===== src/design/spmfd_pkg.sv =====
package spmfd_pkg;

    // Field widths fixed by the command format
    localparam int HANDLE_W = 8;
    localparam int LEVEL_W  = 4;

    // Defaults for the top-level parameters
    localparam int LEVELS_DEF     = 16;
    localparam int TASK_SLOTS_DEF = 256;

    // Command queue depth between the front and the back
    localparam int QUEUE_DEPTH = 2;

    // Command codes on the request channel
    localparam logic CMD_ENQUEUE  = 1'b0;
    localparam logic CMD_DISPATCH = 1'b1;

    // Classified operation carried through the command queue
    localparam logic [1:0] OP_NOP  = 2'd0;
    localparam logic [1:0] OP_ENQ  = 2'd1;
    localparam logic [1:0] OP_DISP = 2'd2;

    typedef struct packed {
        logic                cmd;
        logic [HANDLE_W-1:0] task_handle;
        logic [LEVEL_W-1:0]  priority_level;
    } req_t;

    typedef struct packed {
        logic                found;
        logic [HANDLE_W-1:0] out_handle;
    } rsp_t;

    typedef struct packed {
        logic [1:0]          op;
        logic [HANDLE_W-1:0] handle;
        logic [LEVEL_W-1:0]  level;
    } entry_t;

endpackage


===== src/design/spmfd_front.sv =====
module spmfd_front #(
    parameter int LEVELS     = spmfd_pkg::LEVELS_DEF,
    parameter int TASK_SLOTS = spmfd_pkg::TASK_SLOTS_DEF
) (
    input  logic                clk,
    input  logic                rst_n,
    input  logic                req_valid,
    output logic                req_stall,
    input  spmfd_pkg::req_t     req,
    output logic                q_valid,
    output spmfd_pkg::entry_t   q_entry,
    input  logic                q_pop
);
    import spmfd_pkg::*;

    localparam int QD = QUEUE_DEPTH;
    localparam int PW = (QD > 1) ? $clog2(QD) : 1;
    localparam int CW = $clog2(QD + 1);

    entry_t         entry_in;
    entry_t         q_reg [QD];
    logic [PW-1:0]  wr_ptr_reg;
    logic [PW-1:0]  rd_ptr_reg;
    logic [CW-1:0]  count_reg;
    logic           push;

    // Classify: out-of-range enqueues become no-ops that still answer.
    always_comb
    begin
        entry_in.handle = req.task_handle;
        entry_in.level  = req.priority_level;
        if (req.cmd == CMD_DISPATCH)
        begin
            entry_in.op = OP_DISP;
        end
        else if ((32'(req.priority_level) < 32'(LEVELS)) &&
                 (32'(req.task_handle) < 32'(TASK_SLOTS)))
        begin
            entry_in.op = OP_ENQ;
        end
        else
        begin
            entry_in.op = OP_NOP;
        end
    end

    assign req_stall = (count_reg == CW'(QD));
    assign push      = req_valid && !req_stall;
    assign q_valid   = (count_reg != '0);
    assign q_entry   = q_reg[rd_ptr_reg];

    always_ff @(posedge clk or negedge rst_n)
    begin
        if (!rst_n)
        begin
            wr_ptr_reg <= '0;
            rd_ptr_reg <= '0;
            count_reg  <= '0;
        end
        else
        begin
            if (push)
            begin
                wr_ptr_reg <= (wr_ptr_reg == PW'(QD - 1)) ? '0 : wr_ptr_reg + PW'(1);
            end
            if (q_pop)
            begin
                rd_ptr_reg <= (rd_ptr_reg == PW'(QD - 1)) ? '0 : rd_ptr_reg + PW'(1);
            end
            if (push && !q_pop)
            begin
                count_reg <= count_reg + CW'(1);
            end
            else if (q_pop && !push)
            begin
                count_reg <= count_reg - CW'(1);
            end
        end
    end

    always_ff @(posedge clk)
    begin
        if (push)
        begin
            q_reg[wr_ptr_reg] <= entry_in;
        end
    end

endmodule


===== src/design/spmfd_back.sv =====
module spmfd_back #(
    parameter int LEVELS     = spmfd_pkg::LEVELS_DEF,
    parameter int TASK_SLOTS = spmfd_pkg::TASK_SLOTS_DEF
) (
    input  logic                clk,
    input  logic                rst_n,
    input  logic                q_valid,
    input  spmfd_pkg::entry_t   q_entry,
    output logic                q_pop,
    output logic                res_valid,
    output spmfd_pkg::rsp_t     res,
    input  logic                res_take
);
    import spmfd_pkg::*;

    // Only levels and handles the command fields can reach get storage.
    localparam int LEV_N  = (LEVELS < (1 << LEVEL_W)) ? LEVELS : (1 << LEVEL_W);
    localparam int SLOT_N = (TASK_SLOTS < (1 << HANDLE_W)) ? TASK_SLOTS : (1 << HANDLE_W);
    localparam int LVW    = $clog2(LEV_N);
    localparam int SW     = $clog2(SLOT_N);

    localparam logic ST_RD = 1'b0;
    localparam logic ST_WR = 1'b1;

    logic                state_reg;
    logic [LEV_N-1:0]    nonempty_reg;
    logic [HANDLE_W-1:0] head_reg [LEV_N];
    logic [HANDLE_W-1:0] tail_reg [LEV_N];
    logic [HANDLE_W-1:0] next_link_reg [SLOT_N];
    logic [HANDLE_W-1:0] link_rd_reg;
    logic [LVW-1:0]      lvl_reg;
    logic [1:0]          op_reg;
    logic [HANDLE_W-1:0] handle_reg;
    logic                any_reg;

    logic [LVW-1:0]      top_lvl;
    logic [LVW-1:0]      lvl_sel;
    logic                commit;
    logic                found;
    logic                lvl_busy;
    logic                last_one;

    // Highest non-empty level
    always_comb
    begin
        top_lvl = '0;
        for (int i = 0; i < LEV_N; i++)
        begin
            if (nonempty_reg[i])
            begin
                top_lvl = LVW'(i);
            end
        end
    end

    assign lvl_sel = (q_entry.op == OP_DISP) ? top_lvl : q_entry.level[LVW-1:0];
    assign q_pop   = (state_reg == ST_RD) && q_valid;

    assign res_valid = (state_reg == ST_WR);
    assign commit    = res_valid && res_take;
    assign found     = (op_reg == OP_DISP) && any_reg;
    assign lvl_busy  = nonempty_reg[lvl_reg];
    assign last_one  = (head_reg[lvl_reg] == tail_reg[lvl_reg]);

    assign res.found      = found;
    assign res.out_handle = found ? head_reg[lvl_reg] : '0;

    always_ff @(posedge clk or negedge rst_n)
    begin
        if (!rst_n)
        begin
            state_reg    <= ST_RD;
            nonempty_reg <= '0;
        end
        else
        begin
            unique case (state_reg)
                ST_RD:
                begin
                    if (q_pop)
                    begin
                        state_reg <= ST_WR;
                    end
                end
                ST_WR:
                begin
                    if (commit)
                    begin
                        state_reg <= ST_RD;
                        if (op_reg == OP_ENQ)
                        begin
                            nonempty_reg[lvl_reg] <= 1'b1;
                        end
                        else if (found && last_one)
                        begin
                            nonempty_reg[lvl_reg] <= 1'b0;
                        end
                    end
                end
                default:
                begin
                    state_reg <= ST_RD;
                end
            endcase
        end
    end

    // Command capture and head/tail updates
    always_ff @(posedge clk)
    begin
        if (q_pop)
        begin
            lvl_reg    <= lvl_sel;
            op_reg     <= q_entry.op;
            handle_reg <= q_entry.handle;
            any_reg    <= |nonempty_reg;
        end
        if (commit)
        begin
            if (op_reg == OP_ENQ)
            begin
                if (!lvl_busy)
                begin
                    head_reg[lvl_reg] <= handle_reg;
                end
                tail_reg[lvl_reg] <= handle_reg;
            end
            else if (found && !last_one)
            begin
                head_reg[lvl_reg] <= link_rd_reg;
            end
        end
    end

    // Next-link memory: read when a command is popped, written when its result commits
    always_ff @(posedge clk)
    begin
        if (q_pop)
        begin
            link_rd_reg <= next_link_reg[head_reg[lvl_sel][SW-1:0]];
        end
        if (commit && (op_reg == OP_ENQ) && lvl_busy)
        begin
            next_link_reg[tail_reg[lvl_reg][SW-1:0]] <= handle_reg;
        end
    end

`ifndef SYNTHESIS
    a_found_level_live: assert property (@(posedge clk) disable iff (!rst_n)
        (res_valid && found) |-> lvl_busy)
        else $error("dispatch reports a task from an empty level");

    a_found_is_highest: assert property (@(posedge clk) disable iff (!rst_n)
        (res_valid && found) |-> (((nonempty_reg >> lvl_reg) >> 1) == '0))
        else $error("dispatch skipped a higher non-empty level");

    a_enq_sets_level: assert property (@(posedge clk) disable iff (!rst_n)
        (commit && (op_reg == OP_ENQ)) |=> nonempty_reg[$past(lvl_reg)])
        else $error("enqueue left its level marked empty");

    a_empty_dispatch: assert property (@(posedge clk) disable iff (!rst_n)
        (q_pop && (q_entry.op == OP_DISP) && (nonempty_reg == '0)) |=>
            (res_valid && !res.found))
        else $error("dispatch with all levels empty returned a task");
`endif

endmodule


===== src/design/strict_priority_multi_fifo_dispatcher_unit.sv =====
// Strict-priority dispatcher: one FIFO of task handles per priority level, kept
// as linked lists through a shared next-link memory. A req transfer with
// cmd = enqueue appends task_handle at priority_level; cmd = dispatch pops the
// head of the highest non-empty level. Every req transfer yields exactly one
// rsp transfer, in order: found = 1 with out_handle on a successful dispatch,
// found = 0 and out_handle = 0 otherwise (enqueue, empty dispatch, or an
// enqueue whose level or handle is beyond LEVELS or TASK_SLOTS, which is
// dropped). A handle must not be queued twice at once. Each command passes
// through a read state, which reads the next-link memory (registered read),
// and a write state, which updates head, tail and link state, so the back end
// finishes one command before it takes the next. A 2-entry command queue
// decouples req from the back end, and a response register lets a new command
// be accepted while a result waits on rsp_stall. No memory clear is needed
// after reset; of the list state, only the per-level non-empty bits are reset.
module strict_priority_multi_fifo_dispatcher_unit #(
    parameter int LEVELS     = spmfd_pkg::LEVELS_DEF,
    parameter int TASK_SLOTS = spmfd_pkg::TASK_SLOTS_DEF
) (
    input  logic             clk,
    input  logic             rst_n,
    input  logic             req_valid,
    output logic             req_stall,
    input  spmfd_pkg::req_t  req,
    output logic             rsp_valid,
    input  logic             rsp_stall,
    output spmfd_pkg::rsp_t  rsp
);
    import spmfd_pkg::*;

    logic    q_valid;
    logic    q_pop;
    entry_t  q_entry;
    logic    res_valid;
    logic    res_take;
    rsp_t    res;
    logic    rsp_valid_reg;
    rsp_t    rsp_reg;

    // Front: classify and queue commands
    spmfd_front #(
        .LEVELS     (LEVELS),
        .TASK_SLOTS (TASK_SLOTS)
    ) u_front (
        .clk       (clk),
        .rst_n     (rst_n),
        .req_valid (req_valid),
        .req_stall (req_stall),
        .req       (req),
        .q_valid   (q_valid),
        .q_entry   (q_entry),
        .q_pop     (q_pop)
    );

    // Back: list state and the read/update sequence
    spmfd_back #(
        .LEVELS     (LEVELS),
        .TASK_SLOTS (TASK_SLOTS)
    ) u_back (
        .clk       (clk),
        .rst_n     (rst_n),
        .q_valid   (q_valid),
        .q_entry   (q_entry),
        .q_pop     (q_pop),
        .res_valid (res_valid),
        .res       (res),
        .res_take  (res_take)
    );

    // Response register: takes a new result when empty or being drained.
    assign res_take  = !rsp_valid_reg || !rsp_stall;
    assign rsp_valid = rsp_valid_reg;
    assign rsp       = rsp_reg;

    always_ff @(posedge clk or negedge rst_n)
    begin
        if (!rst_n)
        begin
            rsp_valid_reg <= 1'b0;
        end
        else if (res_take)
        begin
            rsp_valid_reg <= res_valid;
        end
    end

    always_ff @(posedge clk)
    begin
        if (res_take && res_valid)
        begin
            rsp_reg <= res;
        end
    end

endmodule


===== config.mk =====
export PLATFORM = sky130hd
export DESIGN_NAME = strict_priority_multi_fifo_dispatcher_unit
export DESIGN_NICKNAME = d
export VERILOG_FILES = /design/src/design/spmfd_pkg.sv /design/src/design/spmfd_front.sv /design/src/design/spmfd_back.sv /design/src/design/strict_priority_multi_fifo_dispatcher_unit.sv
export SDC_FILE = /design/constraint.sdc
export NUM_CORES = 2
export LEC_CHECK = 0
export BUFFER_PORTS_ARGS = -buffer_cell sky130_fd_sc_hd__buf_2
export CORE_MARGIN = 2
export CORE_UTILIZATION = 55
export CTS_CLUSTER_SIZE = 30
export DETAILED_ROUTE_END_ITERATION = 12
export PLACE_DENSITY = 0.73
export SLEW_MARGIN = 5
export SYNTH_ARGS = -nofsm -noshare
export SYNTH_HDL_FRONTEND = slang
export SYNTH_SLANG_ARGS = --single-unit

===== constraint.sdc =====
create_clock -name clk -period 4.7 [get_ports clk]
set_clock_uncertainty 0.2 [all_clocks]
set_input_delay 0.235 -clock clk [delete_from_list [all_inputs] [get_ports clk]]
set_output_delay 0.235 -clock clk [all_outputs]
set_load 0.01 [all_outputs]

Yosys cells after proc, flatten, opt, wreduce, memory -nomap -nowiden:

Memories as Yosys holds them, arrays and structs flattened. A register that Yosys moved wholly into a read port is not among the register bits.
Cells that the tools add are included.

* memories: 4
* input port bits: 17
* word-level logic and storage cells: 103
* memory bits (writable): 2332
* register bits: 46

* reduce and logical (&&, ||, !) cells: 23
* bitwise operators: 5
* add/sub/neg operators: 4
* $lt $le $gt $ge: 2
* eq/ne operators: 5
* muxes and demuxes: 48

Memory list
* u_back.next_link_reg: words 256, bits a word 8, read ports 1, clocked after memory_dff 1, write ports 1, RTL line spmfd_back.sv:29 `logic [HANDLE_W-1:0] next_link_reg [SLOT_N];`
* u_back.head_reg: words 16, bits a word 8, read ports 2, clocked after memory_dff 1, write ports 1, RTL line spmfd_back.sv:27 `logic [HANDLE_W-1:0] head_reg [LEV_N];`
* u_back.tail_reg: words 16, bits a word 8, read ports 1, clocked after memory_dff 1, write ports 1, RTL line spmfd_back.sv:28 `logic [HANDLE_W-1:0] tail_reg [LEV_N];`
* u_front.q_reg: words 2, bits a word 14, read ports 1, clocked after memory_dff 0, write ports 1, RTL line spmfd_front.sv:21 `entry_t q_reg [QD];`

Operators by type and width (number)
* 4-bit 2-to-1 mux: 17
* 16-bit 2-to-1 mux: 2
* 1-bit 2-to-1 mux: 22
* 16-bit AND: 1
* 16-bit inverter: 1
* 16-bit OR: 1
* 16-bit OR reduction: 1
* 1-bit logical AND: 11
* 8-bit == test: 1
* 8-bit 2-to-1 mux: 1
* 2-bit == test, second input constant: 3
* 1-bit zero test: 6
* 2-bit 2-to-1 mux: 3
* 2-bit nonzero test: 3
* 4-bit by 5-bit less-than comparator with 1-bit output, second input constant: 1
* 1-bit binary-select mux with 4-bit select: 1
* 1-bit demux with 4-bit select: 1
* 4-bit by 1-bit >= comparator with 1-bit output, second input constant: 1
* 3-bit AND reduction: 1
* 1-bit adder, second input constant: 2
* 2-bit by 1-bit adder with 2-bit output, second input constant: 1
* 2-bit by 1-bit == test with 1-bit output, second input constant: 1
* 1-bit one-hot mux with 2 select lines: 1
* 2-bit by 1-bit subtractor with 2-bit output, second input constant: 1
* 3 further kinds: 3

Logic depth before layout (Yosys ltp):

* depth in word-level cells: 17
* gate-level depth with buffers: 22
* gate-level depth less buffers: 15

Hierarchy:

From an unflattened synthesis, not the netlist that was laid out.

* cells, all modules: 6717
* area, all modules: 96353.7 um^2

Modules (own cells, without submodules)
* spmfd_back: area an instance 94770.9 um^2, seq. area each 70382.5 um^2, cells an instance 6640, times used 1
* spmfd_front: area an instance 1265.0 um^2, seq. area each 940.9 um^2, cells an instance 64, times used 1
* strict_priority_multi_fifo_dispatcher_unit: area an instance 317.8 um^2, seq. area each 295.3 um^2, cells an instance 13, times used 1

Worst setup path after synthesis:

OpenSTA, ideal clock, no wires.

* path type: flip-flop to flip-flop
* start point: register (tool-made name)
* end point: memory u_back.head_reg[10][0], enable pin
* data required time: 4.130 ns
* period minus slack after synthesis: 4.611 ns
* setup time: 0.370 ns
* buffers on the path: 5
* arrival time: 4.041 ns
* stages on the path, launching flop included: 14
* slack: 0.089 ns
* cells stage by stage: dfxtp_1 > buf_2 > buf_2 > buf_2 > buf_2 > mux4_2 > mux4_2 > xnor2_1 > nand4_1 > nor2_1 > nor2_1 > nor2_1 > clkbuf_1 > nor2_1

RTL lines (RTL line)
* end, declared: spmfd_back.sv:27

==> reports/results.txt <==
Across all register-to-register paths, the minimum setup slack is -0.35 ns. Residual DRC count: 0. The worst setup path is captured at a flop. The biggest fanout along the worst timing path is 12, and the final hold violation count is 0. Global routing finished with a remaining overflow of 0. The multiplexer share of the synthesized area works out to 0.0406.

The die covers 179000 um2. Among all flip-flop cells after synthesis, the most frequent one is sky130_fd_sc_hd__edfxtp_1. The first global-routing pass estimated 405000 um of wire.

For the via count of the first global-routing pass, the log shows 63000. The longest clock path from root to sink contains 3 buffers. Dividing the detail-routed via count by the number of cells gives 6.26.

The register with the most flip-flops in the layout has 2048 of them. The clock transition time at the flip-flop clock pins of the worst setup and hold paths was 0.06 ns. Fraction of the mapped netlist area in compound gates: 0.0425.

The total of buffers placed on input and output ports is 27, and the simple-gate area share of the yosys netlist is 0.153. The number of flops mapped to enable cells by yosys is 2364, and the minimum clock period is 5.05 ns. The tools report the number of cells produced by synthesis as 7221.

The violation count after the first detailed-routing iteration came out at 10300. Sorting the synthesized cells by how often they occur yields 2364 x sky130_fd_sc_hd__edfxtp_1, 1928 x sky130_fd_sc_hd__nand2_1, 912 x sky130_fd_sc_hd__nand3_1, 361 x sky130_fd_sc_hd__nor2_1, 250 x sky130_fd_sc_hd__a21oi_1. For the worst flop-to-flop path, the logic depth is 21. Counting instances, the worst hold path has a depth of 4. Before CTS, the worst setup slack after placement is -0.610 ns. The area of the core is 174000 um2.

The synthesis-to-finish area growth is 19.1%, and the HPWL after detailed placement is 173000 um. STA classifies the critical path startpoint as a flop. For this block, the via count after detailed routing is 65800. For the initial antenna violation count, the log shows 5. For this run, the number of standard cells in the final layout without fillers is 10500.

Among all cell types in the netlist, the one instantiated most often is sky130_fd_sc_hd__edfxtp_1. Number of library cell types mapped by synthesis: 83. The fraction of synthesized cell area taken by the top area cell type is 0.734, and the number of buffers created by CTS is 226.

The number of placed instances, taps included, is 9965. Entering global routing, the biggest net connects 165 pins. The maximum clock frequency was 198 MHz. For the tightest slew margin relative to the limit, the log shows 0.125. The tools report the endpoint of the lowest-slack register-to-register path as u_back.link_rd_reg[2].

Number of failing setup endpoints in the final timing report: 8. The sequential area share after synthesis came out at 0.740. The fraction of layout instances using a drive strength above 1 was 0.199; the fraction of synthesis flops using an asynchronous set or reset pin was 0.00921. Of all cell types, the one taking the most synthesized area is sky130_fd_sc_hd__edfxtp_1.

The xor-xnor portion of the synthesized cell area was 0.00118. The critical path is of the reg -> reg type. After synthesis, the largest family of logic cells by area is simple AND/OR/NAND/NOR gates. For this block, the routed nets add up to 279000 um of wire. For the worst setup path, the data required time is 5.13 ns. The starting density of the core came out at 0.555. For hold timing, the worst endpoint is u_front.wr_ptr_reg.

Counting flops and latches in the post-synthesis netlist gives 2390. Dividing the synthesized area by the synthesized cell count gives 13.4 um2. From left edge to right edge, the die measures 423 um.

Clock latency on the worst-skew pair, taken at its later pin, is 0.88 ns. Counting every sink on the clock net gives 2390. The repair_antennas step left the layout with diodes totalling 0.

The checks that failed: setup timing. The congestion estimate from routability-driven global placement came to 0.929. During synthesis, Yosys emitted a total of 0 warnings.

For the iteration count of the initial detailed-routing pass, the log shows 7. Ranked by total cell area, the synthesized netlist is headed by sky130_fd_sc_hd__edfxtp_1 73%, sky130_fd_sc_hd__nand2_1 7.5%, sky130_fd_sc_hd__nand3_1 4.7%, sky130_fd_sc_hd__mux4_2 2.6%, sky130_fd_sc_hd__nor2_1 1.4%. In the final routed layout, each cell accounts on average for 26.6 um.

The final clock period utilization by the worst path was 1.07. The run gives 7239 as the number of nets in the synthesized netlist. The synthesized netlist occupies a cell area of 96800 um2. The detail route stage leaves a number of antenna-violating nets equal to 0. The arithmetic-cell share of the synthesized area counting full adders, half adders and majority gates was 0.000129; the max-slew violation count was 0.

Overall global routing resource usage: 0.304. The run finished, with violations left. The net count of the finished layout is 8008. The worst min-delay path class is in -> reg. TritonCTS built the clock tree.

The slew at the pin closest to its max-slew limit was 1.31 ns; the die height was 423 um. The number of H-tree levels came out at 4. Post-layout worst setup margin: -0.346 ns. Data arrives at the worst endpoint at 5.47 ns. The tree is rooted in a sky130_fd_sc_hd__clkbuf_16.

Pin placement for this block handled 28 I/O pins. Origin of the worst min-delay path: req_valid. The total number of placement rows was 153. Max-cap violations in this run came to 0. Setup repair after global routing could not meet its margin everywhere.
[cell usage in the layout (no fill, tap or decap), types with 56 or more instances in the layout]
cell type,n
sky130_fd_sc_hd__nor2_1,357
sky130_fd_sc_hd__edfxtp_1,2364
sky130_fd_sc_hd__buf_12,104
sky130_fd_sc_hd__nand2_1,1926
sky130_fd_sc_hd__mux2i_1,93
sky130_fd_sc_hd__a21oi_1,239
sky130_fd_sc_hd__o21ai_0,72
sky130_fd_sc_hd__nand3_1,906
sky130_fd_sc_hd__clkinv_1,56
sky130_fd_sc_hd__buf_4,802
sky130_fd_sc_hd__mux4_2,112
sky130_fd_sc_hd__clkbuf_16,236
[worst max-delay path: stages (launching register included)]
cell and delay (ns):
sky130_fd_sc_hd__dfrtp_1 0.41, sky130_fd_sc_hd__nor2b_1 0.15, sky130_fd_sc_hd__nor3_1 0.06, sky130_fd_sc_hd__o31a_1 0.31, sky130_fd_sc_hd__buf_4 0.15, sky130_fd_sc_hd__o21a_4 0.26
sky130_fd_sc_hd__buf_4 0.17, sky130_fd_sc_hd__o21ai_0 0.24, sky130_fd_sc_hd__nand3_1 0.19, sky130_fd_sc_hd__a311o_2 0.46, sky130_fd_sc_hd__nand2_8 0.18, sky130_fd_sc_hd__buf_4 0.15
sky130_fd_sc_hd__buf_6 0.09, sky130_fd_sc_hd__buf_12 0.14, sky130_fd_sc_hd__buf_8 0.12, sky130_fd_sc_hd__nand3_1 0.08, sky130_fd_sc_hd__and3_4 0.18, sky130_fd_sc_hd__a311oi_2 0.18
sky130_fd_sc_hd__buf_4 0.17, sky130_fd_sc_hd__o22a_1 0.20, sky130_fd_sc_hd__nand4_1 0.35, sky130_fd_sc_hd__and4_1 0.32
[metal layers]
layer | global-route usage | share of wire | up-vias
met1 | 0.413 | 0.36 | 32400
li1 | - | - | 28200
met4 | 0.155 | 0.056 | 2
met3 | 0.0598 | 0.12 | 799
met2 | 0.472 | 0.46 | 4471
met5 | 0 | 0.000047 | -
[area by class of cell]
type                            count  area [um2]
Sequential cell                  2390       71600
Fill cell                       11700       59100
Multi-Input combinational cell   4341       23700
Timing Repair Buffer             1020        9660
Clock buffer                      271        5820
Tap cell                         2325        2910
Clock inverter                    149        1470
Inverter                           11        48.8
[per-stage QoR]
step / util / instance area [um2] / hold slack (ns) / setup TNS [ns]
after floorplan: - / 96800 / -0.261 / 0
after global placement: 0.605 / 106000 / 0.0404 / -3.04
after detailed placement: 0.605 / 106000 / 0.0530 / -3.52
after CTS: 0.654 / 114000 / 0.00377 / -1.15
after global routing: 0.661 / 115000 / 0.0779 / -2.85
final: 0.661 / 115000 / 0.0677 / -2.04
[worst max-delay path by stage]
stage	cells past startpoint	start	endpoint	slack, ns
floorplan	13	flop	u_back.head_reg[10][0]	0.09
global placement	20	u_front.rd_ptr_reg	u_back.link_rd_reg[4]	-0.61
detailed placement	20	u_front.rd_ptr_reg	u_back.link_rd_reg[4]	-0.61
CTS	20	u_front.rd_ptr_reg	u_back.link_rd_reg[2]	-0.19
global route	19	u_front.rd_ptr_reg	u_back.link_rd_reg[4]	-0.44
finish	21	flop	u_back.link_rd_reg[2]	-0.35
[cells by family after synthesis]
family	after synthesis
and+or+nand+nor	3452
DFF	2390
AOI/OAI and AO/OA	628
buffers and inverters	490
muxes	247
xor gates and xnor gates	13
adders and majority gates	1
[timing repair]
action,CTS,global route
hold buffers,31,0
gates cloned,7,10
pin swaps,28,32
buffers inserted,29,45
endpoints found under the setup margin,8,10
gates resized for setup,89,118
endpoints found under the hold margin,92,0
Power is left out: the tool's default activity adds up to more than one toggle a clock period on the data nets, which glitch-free logic cannot reach.
